### src/sv/tvps_pkg.sv
// Shared types and constants for the timed valve and pump sequencer.
package tvps_pkg;

  localparam int unsigned CfgIdxW  = 3;
  localparam int unsigned CfgDataW = 16;
  localparam int unsigned PhaseW   = 4;

  typedef enum logic [CfgIdxW-1:0] {
    IDX_START_DELAY   = 3'd0,
    IDX_VALVE_TO_PUMP = 3'd1,
    IDX_WATERING_TIME = 3'd2,
    IDX_PUMP_TO_VALVE = 3'd3,
    IDX_PUMP_REST     = 3'd4,
    IDX_REPEAT_COUNT  = 3'd5,
    IDX_TICK_RELOAD   = 3'd6
  } cfg_idx_e;

  localparam logic [7:0]  START_DELAY_RST   = 8'h09;
  localparam logic [7:0]  VALVE_TO_PUMP_RST = 8'h05;
  localparam logic [15:0] WATERING_TIME_RST = 16'h012C;
  localparam logic [7:0]  PUMP_TO_VALVE_RST = 8'h09;
  localparam logic [15:0] PUMP_REST_RST     = 16'h012C;
  localparam logic [7:0]  REPEAT_COUNT_RST  = 8'h04;
  localparam logic [7:0]  TICK_RELOAD_RST   = 8'h09;

  typedef struct packed {
    logic [7:0]  start_delay;
    logic [7:0]  valve_to_pump_delay;
    logic [15:0] watering_time;
    logic [7:0]  pump_to_valve_delay;
    logic [15:0] pump_rest_time;
    logic [7:0]  repeat_count;
    logic [7:0]  tick_reload;
  } cfg_t;

  typedef struct packed {
    logic              valve_on;
    logic              pump_on;
    logic [PhaseW-1:0] phase;
    logic              busy_res;
  } result_t;

endpackage

### src/sv/timed_valve_pump_sequencer.sv
// Top level: irrigation valve and pump sequencer with configuration port.
// Output: one result word per accepted tick, registered into the result buffer.
// Throughput: one tick per cycle unless stalled; the phase update is a single registered
// pass. A two-entry result buffer lets ticks keep flowing while one result waits.
// Reset (asynchronous, active low): idle, valve closed, pump off, registers at defaults.
module timed_valve_pump_sequencer (
  input  logic                          clk_i,
  input  logic                          rst_ni,
  input  logic                          in_valid_i,
  output logic                          in_stall_o,
  input  logic                          start_request_i,
  output logic                          out_valid_o,
  input  logic                          out_stall_i,
  output logic                          valve_on_o,
  output logic                          pump_on_o,
  output logic [tvps_pkg::PhaseW-1:0]   phase_o,
  output logic                          busy_res_o,
  input  logic                          cfg_valid_i,
  output logic                          cfg_ready_o,
  input  logic [tvps_pkg::CfgIdxW-1:0]  cfg_index_i,
  input  logic [tvps_pkg::CfgDataW-1:0] cfg_wdata_i
);
  import tvps_pkg::*;

  cfg_t    cfg;
  result_t res_next, res_out;
  logic    full, step;

  assign in_stall_o = full;
  assign step       = in_valid_i && !full;

  tvps_cfg u_cfg (
    .clk_i       (clk_i),
    .rst_ni      (rst_ni),
    .cfg_valid_i (cfg_valid_i),
    .cfg_ready_o (cfg_ready_o),
    .cfg_index_i (cfg_index_i),
    .cfg_wdata_i (cfg_wdata_i),
    .cfg_o       (cfg)
  );

  tvps_core u_core (
    .clk_i           (clk_i),
    .rst_ni          (rst_ni),
    .step_i          (step),
    .start_request_i (start_request_i),
    .cfg_i           (cfg),
    .res_o           (res_next)
  );

  tvps_out_buf u_out_buf (
    .clk_i       (clk_i),
    .rst_ni      (rst_ni),
    .wr_i        (step),
    .wr_data_i   (res_next),
    .full_o      (full),
    .out_valid_o (out_valid_o),
    .out_stall_i (out_stall_i),
    .out_data_o  (res_out)
  );

  assign valve_on_o = res_out.valve_on;
  assign pump_on_o  = res_out.pump_on;
  assign phase_o    = res_out.phase;
  assign busy_res_o = res_out.busy_res;

endmodule

### src/sv/tvps_cfg.sv
// Configuration register file for the sequencer timings.
module tvps_cfg (
  input  logic                          clk_i,
  input  logic                          rst_ni,
  input  logic                          cfg_valid_i,
  output logic                          cfg_ready_o,
  input  logic [tvps_pkg::CfgIdxW-1:0]  cfg_index_i,
  input  logic [tvps_pkg::CfgDataW-1:0] cfg_wdata_i,
  output tvps_pkg::cfg_t                cfg_o
);
  import tvps_pkg::*;

  cfg_t cfg_q;

  assign cfg_ready_o = 1'b1;
  assign cfg_o       = cfg_q;

  always_ff @(posedge clk_i or negedge rst_ni) begin
    if (!rst_ni) begin
      cfg_q.start_delay         <= START_DELAY_RST;
      cfg_q.valve_to_pump_delay <= VALVE_TO_PUMP_RST;
      cfg_q.watering_time       <= WATERING_TIME_RST;
      cfg_q.pump_to_valve_delay <= PUMP_TO_VALVE_RST;
      cfg_q.pump_rest_time      <= PUMP_REST_RST;
      cfg_q.repeat_count        <= REPEAT_COUNT_RST;
      cfg_q.tick_reload         <= TICK_RELOAD_RST;
    end else if (cfg_valid_i) begin
      case (cfg_idx_e'(cfg_index_i))
        IDX_START_DELAY:   cfg_q.start_delay         <= cfg_wdata_i[7:0];
        IDX_VALVE_TO_PUMP: cfg_q.valve_to_pump_delay <= cfg_wdata_i[7:0];
        IDX_WATERING_TIME: cfg_q.watering_time       <= cfg_wdata_i;
        IDX_PUMP_TO_VALVE: cfg_q.pump_to_valve_delay <= cfg_wdata_i[7:0];
        IDX_PUMP_REST:     cfg_q.pump_rest_time      <= cfg_wdata_i;
        IDX_REPEAT_COUNT:  cfg_q.repeat_count        <= cfg_wdata_i[7:0];
        IDX_TICK_RELOAD:   cfg_q.tick_reload         <= cfg_wdata_i[7:0];
        default: ;
      endcase
    end
  end

endmodule

### src/sv/tvps_core.sv
// Phase machine, countdown and tick prescaler, updated once per accepted tick.
module tvps_core (
  input  logic            clk_i,
  input  logic            rst_ni,
  input  logic            step_i,
  input  logic            start_request_i,
  input  tvps_pkg::cfg_t  cfg_i,
  output tvps_pkg::result_t res_o
);
  import tvps_pkg::*;

  typedef enum logic [PhaseW-1:0] {
    PH_IDLE       = 4'd0,
    PH_START_WAIT = 4'd1,
    PH_VALVE_ON   = 4'd2,
    PH_V2P_WAIT   = 4'd3,
    PH_PUMP_ON    = 4'd4,
    PH_WATERING   = 4'd5,
    PH_PUMP_OFF   = 4'd6,
    PH_P2V_WAIT   = 4'd7,
    PH_VALVE_OFF  = 4'd8,
    PH_REST       = 4'd9,
    PH_REST_DONE  = 4'd10
  } phase_e;

  logic [PhaseW-1:0] phase_q, phase_d, phase_s;
  logic [15:0]       cd_q, cd_d, cd_s;
  logic [7:0]        cycles_q, cycles_d, cycles_s;
  logic [7:0]        presc_q, presc_d;
  logic              valve_q, valve_d;
  logic              pump_q, pump_d;
  logic              second;

  function automatic logic [15:0] at_least_one(input logic [15:0] v);
    return (v == 16'd0) ? 16'd1 : v;
  endfunction

  always_comb begin
    // start handling comes first
    phase_s  = phase_q;
    cd_s     = cd_q;
    cycles_s = cycles_q;
    if (start_request_i && (phase_q == PH_IDLE)) begin
      phase_s  = PH_START_WAIT;
      cd_s     = at_least_one({8'd0, cfg_i.start_delay});
      cycles_s = cfg_i.repeat_count;
    end

    second  = (presc_q == 8'd0);
    presc_d = second ? cfg_i.tick_reload : presc_q - 8'd1;

    phase_d  = phase_s;
    cd_d     = cd_s;
    cycles_d = cycles_s;
    valve_d  = valve_q;
    pump_d   = pump_q;

    if (second && (phase_s != PH_IDLE)) begin
      case (phase_s)
        PH_START_WAIT, PH_V2P_WAIT, PH_WATERING, PH_P2V_WAIT, PH_REST: begin
          // count down; the next code follows the waiting one
          if (cd_s > 16'd1) begin
            cd_d = cd_s - 16'd1;
          end else begin
            cd_d    = 16'd0;
            phase_d = phase_s + 4'd1;
          end
        end
        PH_VALVE_ON: begin
          valve_d = 1'b1;
          cd_d    = at_least_one({8'd0, cfg_i.valve_to_pump_delay});
          phase_d = PH_V2P_WAIT;
        end
        PH_PUMP_ON: begin
          pump_d  = 1'b1;
          cd_d    = at_least_one(cfg_i.watering_time);
          phase_d = PH_WATERING;
        end
        PH_PUMP_OFF: begin
          pump_d  = 1'b0;
          cd_d    = at_least_one({8'd0, cfg_i.pump_to_valve_delay});
          phase_d = PH_P2V_WAIT;
        end
        PH_VALVE_OFF: begin
          valve_d = 1'b0;
          cd_d    = at_least_one(cfg_i.pump_rest_time);
          phase_d = PH_REST;
        end
        PH_REST_DONE: begin
          if (cycles_s != 8'd0) begin
            cycles_d = cycles_s - 8'd1;
            cd_d     = at_least_one({8'd0, cfg_i.start_delay});
            phase_d  = PH_START_WAIT;
          end else begin
            phase_d = PH_IDLE;
          end
        end
        default: begin
          // unused code: drop everything and go idle
          valve_d = 1'b0;
          pump_d  = 1'b0;
          cd_d    = 16'd0;
          phase_d = PH_IDLE;
        end
      endcase
    end
  end

  assign res_o.valve_on = valve_d;
  assign res_o.pump_on  = pump_d;
  assign res_o.phase    = phase_d;
  assign res_o.busy_res = (phase_d != PH_IDLE);

  always_ff @(posedge clk_i or negedge rst_ni) begin
    if (!rst_ni) begin
      phase_q  <= PH_IDLE;
      cd_q     <= 16'd0;
      cycles_q <= 8'd0;
      presc_q  <= TICK_RELOAD_RST;
      valve_q  <= 1'b0;
      pump_q   <= 1'b0;
    end else if (step_i) begin
      phase_q  <= phase_d;
      cd_q     <= cd_d;
      cycles_q <= cycles_d;
      presc_q  <= presc_d;
      valve_q  <= valve_d;
      pump_q   <= pump_d;
    end
  end

  a_pump_needs_valve: assert property (@(posedge clk_i) disable iff (!rst_ni)
    pump_q |-> valve_q)
    else $error("pump running with valve closed");

  a_phase_range: assert property (@(posedge clk_i) disable iff (!rst_ni)
    phase_q <= PH_REST_DONE)
    else $error("phase left the defined range");

  a_wait_nonzero: assert property (@(posedge clk_i) disable iff (!rst_ni)
    (phase_q == PH_START_WAIT || phase_q == PH_V2P_WAIT || phase_q == PH_WATERING ||
     phase_q == PH_P2V_WAIT || phase_q == PH_REST) |-> (cd_q != 16'd0))
    else $error("waiting phase with empty countdown");

  a_presc_count: assert property (@(posedge clk_i) disable iff (!rst_ni)
    (step_i && presc_q != 8'd0) |=> (presc_q == $past(presc_q) - 8'd1))
    else $error("prescaler did not count down");

  a_start_taken: assert property (@(posedge clk_i) disable iff (!rst_ni)
    (step_i && start_request_i && phase_q == PH_IDLE) |=>
    (phase_q == PH_START_WAIT || phase_q == PH_VALVE_ON))
    else $error("start request from idle not honoured");

endmodule

### src/sv/tvps_out_buf.sv
// Two-entry result buffer parting the tick side from the result side.
module tvps_out_buf (
  input  logic              clk_i,
  input  logic              rst_ni,
  input  logic              wr_i,
  input  tvps_pkg::result_t wr_data_i,
  output logic              full_o,
  output logic              out_valid_o,
  input  logic              out_stall_i,
  output tvps_pkg::result_t out_data_o
);
  import tvps_pkg::*;

  result_t    mem_q [2];
  logic       wr_ptr_q, rd_ptr_q;
  logic [1:0] count_q;
  logic       rd;

  assign full_o      = (count_q == 2'd2);
  assign out_valid_o = (count_q != 2'd0);
  assign out_data_o  = mem_q[rd_ptr_q];
  assign rd          = out_valid_o && !out_stall_i;

  always_ff @(posedge clk_i) begin
    if (wr_i) begin
      mem_q[wr_ptr_q] <= wr_data_i;
    end
  end

  always_ff @(posedge clk_i or negedge rst_ni) begin
    if (!rst_ni) begin
      wr_ptr_q <= 1'b0;
      rd_ptr_q <= 1'b0;
      count_q  <= 2'd0;
    end else begin
      if (wr_i) begin
        wr_ptr_q <= ~wr_ptr_q;
      end
      if (rd) begin
        rd_ptr_q <= ~rd_ptr_q;
      end
      case ({wr_i, rd})
        2'b10:   count_q <= count_q + 2'd1;
        2'b01:   count_q <= count_q - 2'd1;
        default: count_q <= count_q;
      endcase
    end
  end

endmodule
### config.mk
export PLATFORM = sky130hd
export DESIGN_NAME = timed_valve_pump_sequencer
export DESIGN_NICKNAME = d
export VERILOG_FILES = /design/src/sv/tvps_pkg.sv /design/src/sv/timed_valve_pump_sequencer.sv /design/src/sv/tvps_cfg.sv /design/src/sv/tvps_core.sv /design/src/sv/tvps_out_buf.sv
export SDC_FILE = /design/constraint.sdc
export NUM_CORES = 1
export LEC_CHECK = 0
export BUFFER_PORTS_ARGS = -buffer_cell sky130_fd_sc_hd__buf_2
export CAP_MARGIN = 15
export CORE_AREA = 3 3 155 112
export DETAILED_ROUTE_END_ITERATION = 8
export DIE_AREA = 0 0 158 115
export MAX_ROUTING_LAYER = met4
export SLEW_MARGIN = 20
export SYNTH_ARGS = -nofsm -noshare
export SYNTH_HDL_FRONTEND = slang
export SYNTH_SLANG_ARGS = --single-unit
export TNS_END_PERCENT = 10
### constraint.sdc
create_clock -name clk_i -period 9.45 [get_ports clk_i]
set_clock_uncertainty 0.1 [all_clocks]
set_input_delay 1.4175 -clock clk_i [delete_from_list [all_inputs] [get_ports clk_i]]
set_output_delay 1.4175 -clock clk_i [all_outputs]
set_load 0.05 [all_outputs]
* Yosys cells after proc, flatten, opt, wreduce, memory -nomap -nowiden
Memories as Yosys holds them, arrays and structs flattened.
Index checks and enable logic that the tools add are counted.
** Word-level totals
- RAM bits :: 14
- Bits in latches :: 0
- Bits of input ports :: 25
- Memories kept :: 1
- ROM bits :: 0
- Word-level logic and storage cells :: 101
- Bits in registers :: 114
** Operators by class
- Reduce and logical (&&, ||, !) cells :: 29
- Mux-type cells :: 27
- Add/subtract/negate cells :: 6
- Divide/modulo/power cells :: 0
- Equal/unequal tests :: 19
- Magnitude comparators :: 1
- Multiply operators :: 0
- Shift operators :: 0
- Bitwise gates (word level) :: 2
** Memory list
- u_out_buf.mem_q :: words 2, width 7, read ports 1, clocked after memory_dff 0, wr ports 1, line tvps_out_buf.sv:14 : result_t mem_q [2];
** Operators with widths (number)
- two-way mux 16 bit :: 6
- one-hot mux 16 bit (6 select lines) :: 1
- two-way mux 8 bit :: 8
- zero test 16 bit :: 2
- zero test 8 bit :: 4
- one-hot mux 4 bit (6 select lines) :: 1
- == test 4 x 3 -> 1 bit (second input constant) :: 4
- greater-than comparator 16 x 1 -> 1 bit (second input constant) :: 1
- OR reduction 8 bit :: 2
- subtractor 16 x 1 -> 16 bit (second input constant) :: 1
- subtractor 8 x 1 -> 8 bit (second input constant) :: 2
- AND reduction 2 bit :: 7
- == test 4 bit (second input constant) :: 3
- two-way mux 4 bit :: 3
- == test 3 bit (second input constant) :: 3
- == test 4 x 2 -> 1 bit (second input constant) :: 2
- nonzero test 4 bit :: 2
- nonzero test 8 bit :: 1
- == test 3 x 2 -> 1 bit (second input constant) :: 2
- two-way mux 1 bit :: 5
- OR reduction 5 bit :: 1
- adder 4 x 1 -> 4 bit (second input constant) :: 1
- == test 2 bit (second input constant) :: 2
- == test 4 x 1 -> 1 bit (second input constant) :: 1
- 12 further kinds :: 19

* Longest topological paths before layout
- Depth in word-level cells :: 8
- Gate-level depth with buffers :: 14
- Gate-level depth less buffers :: 11

* By module
From an unflattened synthesis, not the netlist that was laid out.
** Second synthesis, totals
- Cell total of the unflattened synthesis :: 671
- Area, all modules :: 7342.0 sq um
** Modules (own cells, without submodules)
- tvps_core :: cells each 469, instances 1, area an instance 3778.6 sq um
- tvps_cfg :: cells each 162, instances 1, area an instance 2832.7 sq um
- tvps_out_buf :: cells each 39, instances 1, area an instance 716.9 sq um
- timed_valve_pump_sequencer :: cells each 1, instances 1, area an instance 13.8 sq um

* Worst setup path before layout
No wires, ideal clock.
- Kind :: input to register
- From :: in start_request_i
- To :: mem u_out_buf.mem_q[0][0] (netlist bit) (data pin)
- Path slack :: 4812 ps
- Data required time :: 9061 ps
- Data arrival time :: 4249 ps
- Stages :: 13
- Path through :: clkbuf_1 -> nand2_1 -> buf_2 -> buf_2 -> mux2i_1 -> ha_1 -> or3b_2 -> a211oi_2 -> or2_1 -> buf_2 -> a31oi_1 -> a311oi_2 -> nand4_1
** RTL lines
- start: declaration :: line timed_valve_pump_sequencer.sv:11 : input logic start_request_i,
- end: declaration :: line tvps_out_buf.sv:14

==> key figures <==
Die
  – Die W: approximately 160 µm
  – I/O pin cnt: 35
  – Floorplan row count: 39
  – Core Region: roughly 0.016 mm²
  – DIE AREA: around 0.018 mm²
  – Initial Utilization: 0.443
  – Die Y: between 100 and 150 µm

Clock tree
  – Setup bufs post-CTS: 0
  – Max clock buf depth: 2
  – TritonCTS Buffers: 17
  – # hold bufs at CTS: 0
  – Post-cts sizing count: 0
  – CTS tree: built
  – Clk root buf: clkbuf_16
  – Clk_lat worst skew: between 400 and 500 ps
  – Clock sinks: 128
  – Clock slew at reported path FFs: 60 ps
  – H-tree depth: 4

STA
  – Hold_ws: ~400 ps
  – RSZ-0062 raised after global routing: false
  – Max-slew violations: 0
  – Slew HR: 0.282
  – Fmax: ~220 MHz
  – Final hold viol count: 0
  – Tmin final: 4540 ps
  – Final critical-path share of the clock period: 0.481
  – Worst slew pin tran: between 1000 and 1500 ps
  – Setup TNS: 0 ps
  – Final setup violation count: 0

Status
  – Status: completed

Final layout
  – Util after Layout: 0.504
  – Commonest non-fill, non-tap cell in the layout: dfrtp_1
  – Fill count: approximately 1400
  – Reg area: 0.00330 mm²
  – Multi-input gate area: 0.00359 mm²
  – Fin nets: 730
  – N_diodes: 0
  – Most frequent cells in the layout: dfrtp_1, mux2_2, nand2_1
  – Area Overhead vs Synth: 13.8%
  – Final Cell Area: approximately 0.008 mm²
  – Share of layout cells above drive strength 1: 0.281

GRT
  – GRT overflow: 0
  – Met2 usage: 0.341
  – GR met3 Demand/Resource: 0.0587
  – Initial antenna violation count: 0
  – M1 GR Usage: 0.371
  – Vias in the first global route: 5698
  – Largest net degree at the start of global routing: between 60 and 70
  – First-pass GRT wire length: 33200 µm
  – GRT Overall Usage: 0.248
  – Most used routing layer: met1

Synthesis
  – Dominant synthesized flop cell: dfrtp_1
  – Post-Syn Nets: 705
  – Synth unique cells: 82
  – Post-synthesis instance area: 0.00711 mm²
  – Share of the yosys chip area belonging to registers: 0.464
  – Syn avg cell area: about 11 µm²
  – Flops & latches, synth: about 130
  – YS warnings: 0
  – Post-synth EDFFs: 14
  – Syn Inst Count: approximately 670
  – Post-synth ARST share: 0.891

Setup path
  – Crit. End Element: flip-flop
  – Crit path kind: input port to flip-flop
  – CP Max Fanout: 23
  – Worst endpoint required time: around 9500 ps
  – Arrival @ worst endpoint: roughly 4600 ps
  – Crit path launch type: input port

Placement
  – Port Buf Inserts: 33
  – RePlAce Congestion: between 0.9 and 1
  – Post-DP HPWL: 15300 µm
  – Placed instance area: ~0.0075 mm²

Route
  – DR iter-0 viols: between 400 and 500
  – Drt first pass iters: 6
  – Vias: between 5000 and 6000
  – WL/cell: about 23 µm
  – Via/cell ratio: around 6.4
  – Final WL: around 21000 µm
  – Routed Antenna Nets: 0
  – DRC viols: 0

Hold path
  – Worst hold path class: flip-flop to flip-flop

Pwr
  – Power Total: 2.27 mW
  – Leak: around 3.2 nW
  – Power per Cell Area: roughly 280 mW/mm²
  – Peak supply drop: 129 µV

Flow run
  – Max Cap Viol: 0
-- registers in the layout, summed over array words and instances (netlist names) --
| name | count |
|---|---|
| u_out_buf.mem_q | 14 |
| u_core.cd_q | 16 |
| u_cfg.cfg_o | 72 |
| u_core.presc_q | 8 |
| u_out_buf.rd_ptr_q | 1 |
| u_core.pump_q | 1 |
| u_core.cycles_q | 8 |
| u_out_buf.wr_ptr_q | 1 |
| u_core.phase_q | 4 |
| u_out_buf.count_q | 2 |
| u_core.valve_q | 1 |
-- stage by stage --
stage               instances  setup WS, ps
finish                    917          4910
global route              917          4590
CTS                       917          4990
detailed placement        885          4570
global placement          885          4690
floorplan                 674          4810
-- Yosys cell counts (6+ instances only) --
cell type / number / area share
a21oi_1: 20 / 0.014
a22o_1: 7 / 0.0086
o21ai_0: 46 / 0.032
a221oi_1: 6 / 0.0074
xor2_1: 9 / 0.011
a31oi_1: 12 / 0.011
or4_1: 12 / 0.013
nor2b_1: 6 / 0.0053
nand2_1: 51 / 0.027
dfrtp_1: 95 / 0.33
dfstp_2: 19 / 0.070
o211ai_1: 7 / 0.0074
nor3_1: 23 / 0.016
mux2_2: 80 / 0.13
ha_1: 6 / 0.011
mux2i_1: 14 / 0.020
clkbuf_1: 20 / 0.011
nand3_1: 8 / 0.0056
o21ai_1: 7 / 0.0049
edfxtp_1: 14 / 0.059
and3_1: 6 / 0.0053
buf_2: 13 / 0.0091
inv_1: 22 / 0.012
a22oi_1: 6 / 0.0063
nor4_1: 17 / 0.015
nor2_1: 34 / 0.018
nand2b_1: 7 / 0.0062
xnor2_1: 6 / 0.0074
nand4_1: 6 / 0.0053
-- power breakdown --
group          leakage, nW  switching [mW]  internal, mW
Sequential            1.48           0.140         0.713
Clock                0.299           0.264         0.417
Combinational         1.44           0.453         0.287
Total                 3.22           0.857          1.42
-- routing by layer --
metal | vias to the layer above | share of wire
li1 | 2607 | -
met1 | 2968 | 0.49
met2 | 232 | 0.43
met3 | 29 | 0.071
met4 | 0 | 0.013
met5 | - | 0
-- final cells by class --
cell class | count | area share
Clock buffer | 20 | 0.0578
Clock inverter | 12 | 0.0179
Inverter | 22 | 0.0102
Multi-Input combinational cell | 486 | 0.444
Sequential cell | 128 | 0.407
Tap cell | 205 | 0.0317
Timing Repair Buffer | 44 | 0.0309
-- worst max-delay path, cell delays in order --
cell,delay (ps)
buf_2,190
inv_1,170
nor2_4,520
mux2i_1,600
ha_1,470
nor2_1,150
nor2b_1,180
nand4_1,200
a221oi_1,450
nand4_1,190
-- cell families after synthesis --
group	Yosys count	synth area share
DFF	128	0.464
other	1	0.000527
AOI/OAI and AO/OA	167	0.167
muxes	94	0.146
and+or+nand+nor	203	0.158
adders and majority gates	6	0.0106
buffers and inverters	60	0.0352
xor gates and xnor gates	15	0.0185
-- path summary, 6_finish.rpt --
path | start | end | slack (ps) | depth (start not counted)
max in group asynchronous | rst_ni | u_cfg.cfg_o[41] | 7050 | 2
min | u_out_buf.wr_ptr_q | u_out_buf.wr_ptr_q | 400 | 1
min in group asynchronous | rst_ni | u_core.phase_q[2] | 900 | 1
min reg2reg | u_out_buf.wr_ptr_q | u_out_buf.wr_ptr_q | 400 | 1
max | start_request_i | u_out_buf.mem_q[0][0] | 4910 | 10
max reg2reg | u_core.phase_q[1] | u_out_buf.mem_q[0][0] | 5100 | 10
Power figures use the tool's default switching activity.
